[src/hdl/rpa_pkg.sv]
`timescale 1ns / 1ps
`default_nettype none
// ----------------------------------------------------------------------------
// rpa_pkg
// Shared constants, codes and control types of the page allocator.
// ----------------------------------------------------------------------------
package rpa_pkg;

  localparam int NUM_PAGES   = 32768;
  localparam int PAGE_SHIFT  = 12;
  localparam int COUNT_WIDTH = 8;

  localparam int ADDR_W     = 27;
  localparam int TOP_ADDR_W = 28;
  localparam int CFG_W      = 28;
  localparam int REQ_W      = 3;
  localparam int OUT_CNT_W  = 8;
  localparam int STATUS_W   = 3;

  localparam int PNUM_W    = $clog2(NUM_PAGES);
  localparam int FTOP_W    = $clog2(NUM_PAGES) + 1;
  localparam int PN_FULL_W = ADDR_W - PAGE_SHIFT;

  localparam logic [TOP_ADDR_W-1:0] TOP_ADDR_RST = TOP_ADDR_W'(134217728);

  typedef enum logic [REQ_W-1:0] {
    REQ_SEED  = 3'd0,
    REQ_ALLOC = 3'd1,
    REQ_FREE  = 3'd2,
    REQ_INC   = 3'd3,
    REQ_DEC   = 3'd4,
    REQ_GET   = 3'd5
  } req_type_e;

  typedef enum logic [STATUS_W-1:0] {
    STAT_OK    = 3'd0,
    STAT_EMPTY = 3'd1,
    STAT_BAD   = 3'd2,
    STAT_ZERO  = 3'd3,
    STAT_SAT   = 3'd4,
    STAT_FULL  = 3'd5
  } status_e;

  typedef enum logic [0:0] {
    REG_LOWEST_PAGE_ADDR = 1'b0,
    REG_TOP_ADDR         = 1'b1
  } cfg_reg_e;

  typedef enum logic [2:0] {
    S_CLEAR = 3'b001,
    S_IDLE  = 3'b010,
    S_EXEC  = 3'b100
  } ctrl_state_e;

  typedef struct packed {
    logic capture;
    logic commit;
    logic clear;
  } ctrl_cmd_t;

  typedef struct packed {
    logic clear_last;
    logic out_busy;
  } dp_stat_t;

endpackage
`default_nettype wire

[src/hdl/rpa_ctrl.sv]
`timescale 1ns / 1ps
`default_nettype none
// ----------------------------------------------------------------------------
// rpa_ctrl
// Sequencer: clearing pass after reset, request capture, update.
// ----------------------------------------------------------------------------
module rpa_ctrl
  import rpa_pkg::*;
(
  input  wire logic      clk_i,
  input  wire logic      rst_ni,
  input  wire logic      req_valid_i,
  output      logic      req_ready_o,
  input  wire dp_stat_t  stat_i,
  output      ctrl_cmd_t cmd_o
);

  ctrl_state_e state_q, state_d;

  always_comb begin
    state_d = state_q;
    case (state_q)
      S_CLEAR: begin
        if (stat_i.clear_last) state_d = S_IDLE;
      end
      S_IDLE: begin
        if (req_valid_i) state_d = S_EXEC;
      end
      S_EXEC: begin
        if (!stat_i.out_busy) state_d = S_IDLE;
      end
      default: state_d = S_CLEAR;
    endcase
  end

  always_ff @(posedge clk_i or negedge rst_ni) begin
    if (!rst_ni) begin
      state_q <= S_CLEAR;
    end else begin
      state_q <= state_d;
    end
  end

  assign req_ready_o   = (state_q == S_IDLE);
  assign cmd_o.capture = (state_q == S_IDLE) && req_valid_i;
  assign cmd_o.commit  = (state_q == S_EXEC) && !stat_i.out_busy;
  assign cmd_o.clear   = (state_q == S_CLEAR);

endmodule
`default_nettype wire

[config.mk]
export PLATFORM = sky130hd
export DESIGN_NAME = rpa_ctrl
export DESIGN_NICKNAME = d
export VERILOG_FILES = /design/src/hdl/rpa_pkg.sv /design/src/hdl/rpa_ctrl.sv
export SDC_FILE = /design/constraint.sdc
export NUM_CORES = 1
export LEC_CHECK = 0
export BUFFER_PORTS_ARGS = -buffer_cell sky130_fd_sc_hd__buf_2
export CORE_AREA = 2 2 39 41
export CTS_BUF_LIST = sky130_fd_sc_hd__clkbuf_4
export DETAILED_ROUTE_END_ITERATION = 16
export DIE_AREA = 0 0 41 43
export PLACE_DENSITY = 0.36
export REMOVE_ABC_BUFFERS = 1
export SYNTH_ARGS = -nofsm -noshare
export SYNTH_HDL_FRONTEND = slang
export SYNTH_SLANG_ARGS = --single-unit
export TNS_END_PERCENT = 20
[constraint.sdc]
create_clock -name clk_i -period 1.5 [get_ports clk_i]
set_input_delay 0.15 -clock clk_i [delete_from_list [all_inputs] [get_ports clk_i]]
set_output_delay 0.15 -clock clk_i [all_outputs]
set_load 0.02 [all_outputs]
==> metrics.log <==
INFO  metric synth_async_sr_flop_share = 100.0%
INFO  metric floorplan.die.height = 43 um
INFO  metric post_synth_most_frequent_cells = dfrtp_1 (2), nand3b_1 (2)
INFO  metric report.final.setup_viol = 0
INFO  metric timing_worst_setup_path_type = reg2out
INFO  metric synth-seq-cells = 3
INFO  metric netlist_area_before_placement = 191.4 um2
INFO  metric synthDominantCellAreaShare = 26.14%
INFO  metric worst_ep_arrival_time = 1.22 ns
INFO  metric static-leakage-power = 0.0001282 uW
INFO  metric cts_htree_levels = 1
INFO  metric final_layout_size_suffix_gt1_share = 50.00%
INFO  metric seq_area_frac_synth = 39.87%
INFO  metric preCtsSetupSlack = 0.3679 ns
INFO  metric hold_path.class = in2reg
INFO  metric maximum_vdd_drop = 0.6910 mV
INFO  metric clock-skew-final = 0.002435 ns
INFO  metric viasPerCell = 3.804
INFO  metric top_signal_layer_used = met3
INFO  metric numCtsBuffers = 3
INFO  metric timing.final.ws_setup = 0.1326 ns
INFO  metric cts.clk_slew.worst_paths = 0.03 ns
INFO  metric rsz_0062_raised_after_global_routing = false
INFO  metric fp.dieW = 41 um
INFO  metric first_pass_iters = 2
INFO  metric postSynth.topFlopCell = dfrtp_1
INFO  metric maxCapViolations = 0
INFO  metric critPathCaptureType = output pin
INFO  metric drtIter0Drc = 1
INFO  metric outcome = complete, no violations
INFO  metric wire_length_of_the_first_global_routing_pass = 662 um
INFO  metric post_synth_inst_count = 18
INFO  metric port_buffers = 8
INFO  metric wirelength = 416 um
INFO  metric power.density = 1845 nW/um2
INFO  metric critical_path.startpoint_type = register
INFO  metric pin_count = 9
INFO  metric grt_pass1_vias = 159
INFO  metric globalplace.congestion = 0.6972
INFO  metric clock_sink_total = 3
INFO  metric antenna_found_initial = 0
INFO  metric floorplan.core_area = 1384 um2
INFO  metric fmax = 731.3 MHz
INFO  metric detail_route.wirelength.met1 = 236 um
INFO  metric syn_avg_cell_area = 10.64 um2
INFO  metric hold_fix_buffers_at_cts = 1
INFO  metric nFillCells = 150
INFO  metric detail-route-antenna-nets = 0
INFO  metric wire_per_inst = 9.043 um
INFO  metric synth_area_leaders = dfrtp_1 (26%), dfstp_2 (14%), nand3b_1 (7.8%)
INFO  metric drc_errors = 0
INFO  metric start_util = 13.83%
INFO  metric area.growth.synth_to_final = 49.67%
INFO  metric layout_top_registers = state_q: 3 flops
INFO  metric design.final.nets = 36
INFO  metric routed-wl-met2 = 136 um
INFO  metric grt_start_max_net_pins = 10
INFO  metric hold_ws = 0.2038 ns
INFO  metric yosysWarnings = 0
INFO  metric grt_util_all_layers = 5.835%
INFO  metric cts_max_path_buffers = 2
INFO  metric clock_tree_from_tritoncts = built
INFO  metric placementRows = 14
INFO  metric max_slew.worst_pin.slew = 0.2647 ns
INFO  metric worst-endpoint-required = 1.35 ns
INFO  metric grt_remaining_overflow = 0
INFO  metric post-cts-setup-buffer-count = 0
INFO  metric clock_tree.root_cell = clkbuf_4
INFO  metric num_antenna_cells = 0
INFO  metric cell_type_contributing_the_most_total_cell_area_after_synthesis = dfrtp_1
INFO  metric layout_worst_path_cycle_share = 91.16%
INFO  metric dp.final_hpwl = 310.5 um
INFO  metric postCtsResizedCells = 0
INFO  metric die_area = 1763 um2
INFO  metric largest_reg_flops = 3
INFO  metric dr_total_vias = 175
INFO  metric timing_hold_violations_final = 0
INFO  metric number_of_enable_flip_flop_cells_after_synthesis = 0
INFO  metric report.final.slew_viol_count = 0
INFO  metric netlist-cell-type-count = 16
INFO  metric top_register = state_q
INFO  metric worst_skew_pair.late_latency = 0.23 ns
INFO  metric totalNegativeSetupSlack = 0 ns
INFO  metric path_max_fanout = 9
INFO  metric period_minus_slack = 1.367 ns
INFO  metric met3WireLength = 42 um
INFO  metric max_transition_margin = 82.11%
==> cells by family after synthesis <==
family	share of synthesized area, %
compound gates	13.72
buf+inv	4.571
flops	39.87
simple gates	41.83
==> metal layers <==
metal	vias to the layer above	global-route usage [%]
met1	75	8.414
met3	0	4.712
li1	91	-
met5	-	0
met2	9	6.250
met4	0	2.000
==> cell type report <==
| class | count | area (um2) | area share (%) |
|---|---|---|---|
| inverter | 1 | 3.754 | 1.310 |
| multi-input combinational | 13 | 106.4 | 37.12 |
| timing repair buffer | 9 | 50.05 | 17.47 |
| clock buffer | 4 | 30.03 | 10.48 |
| sequential | 3 | 76.32 | 26.64 |
| tap | 16 | 20.02 | 6.987 |
==> layout by cell type, fill, tap and decap left out <==
master,Yosys,final
a211o_1,1,1
clkbuf_4,0,4
a21oi_1,1,1
o21ai_0,1,1
nor2b_1,1,1
nand3b_1,2,2
dfrtp_1,2,2
nor3b_2,1,1
buf_2,1,8
nor4b_1,1,1
nor3b_1,1,1
o31ai_1,1,1
nor4b_2,1,1
and2_1,1,1
dlygate4sd3_1,0,1
inv_1,1,1
dfstp_2,1,1
and3b_1,1,1
==> critical path, cell delays in order, from the launching register on <==
cell and delay [ns]:
dfrtp_1 0.45, nor4b_2 0.33, buf_2 0.21
==> report_power, final <==
group          leakage, uW  switching (uW)  internal [uW]
Clock            0.0000184            39.4            118
Combinational    0.0000727            87.6           94.9
Sequential       0.0000371            66.4            123
==> metrics by stage <==
stage	power, uW	utilization (%)	instance area, um2	std cells
2_1_floorplan	308.6	-	186.4	17
3_3_place_gp	371.2	17.81	246.5	41
3_5_place_dp	374.7	17.81	246.5	41
4_1_cts	544.0	20.71	286.5	46
5_1_grt	573.1	20.71	286.5	46
6_report	528.5	20.71	286.5	46
==> path summary, 6_finish.rpt <==
kind                              from          to  slack, ns  cells past startpoint
min in group asynchronous       rst_ni  state_q[2]       0.26                      2
setup reg to reg            state_q[1]  state_q[1]       0.38                      2
setup / recovery            state_q[1]    cmd_o[1]       0.13                      2
max in group asynchronous       rst_ni  state_q[0]       1.05                      2
hold / removal             req_valid_i  state_q[2]       0.20                      3
hold reg to reg             state_q[0]  state_q[2]       0.57                      1
Note: power is estimated with default switching activity, not from simulation.
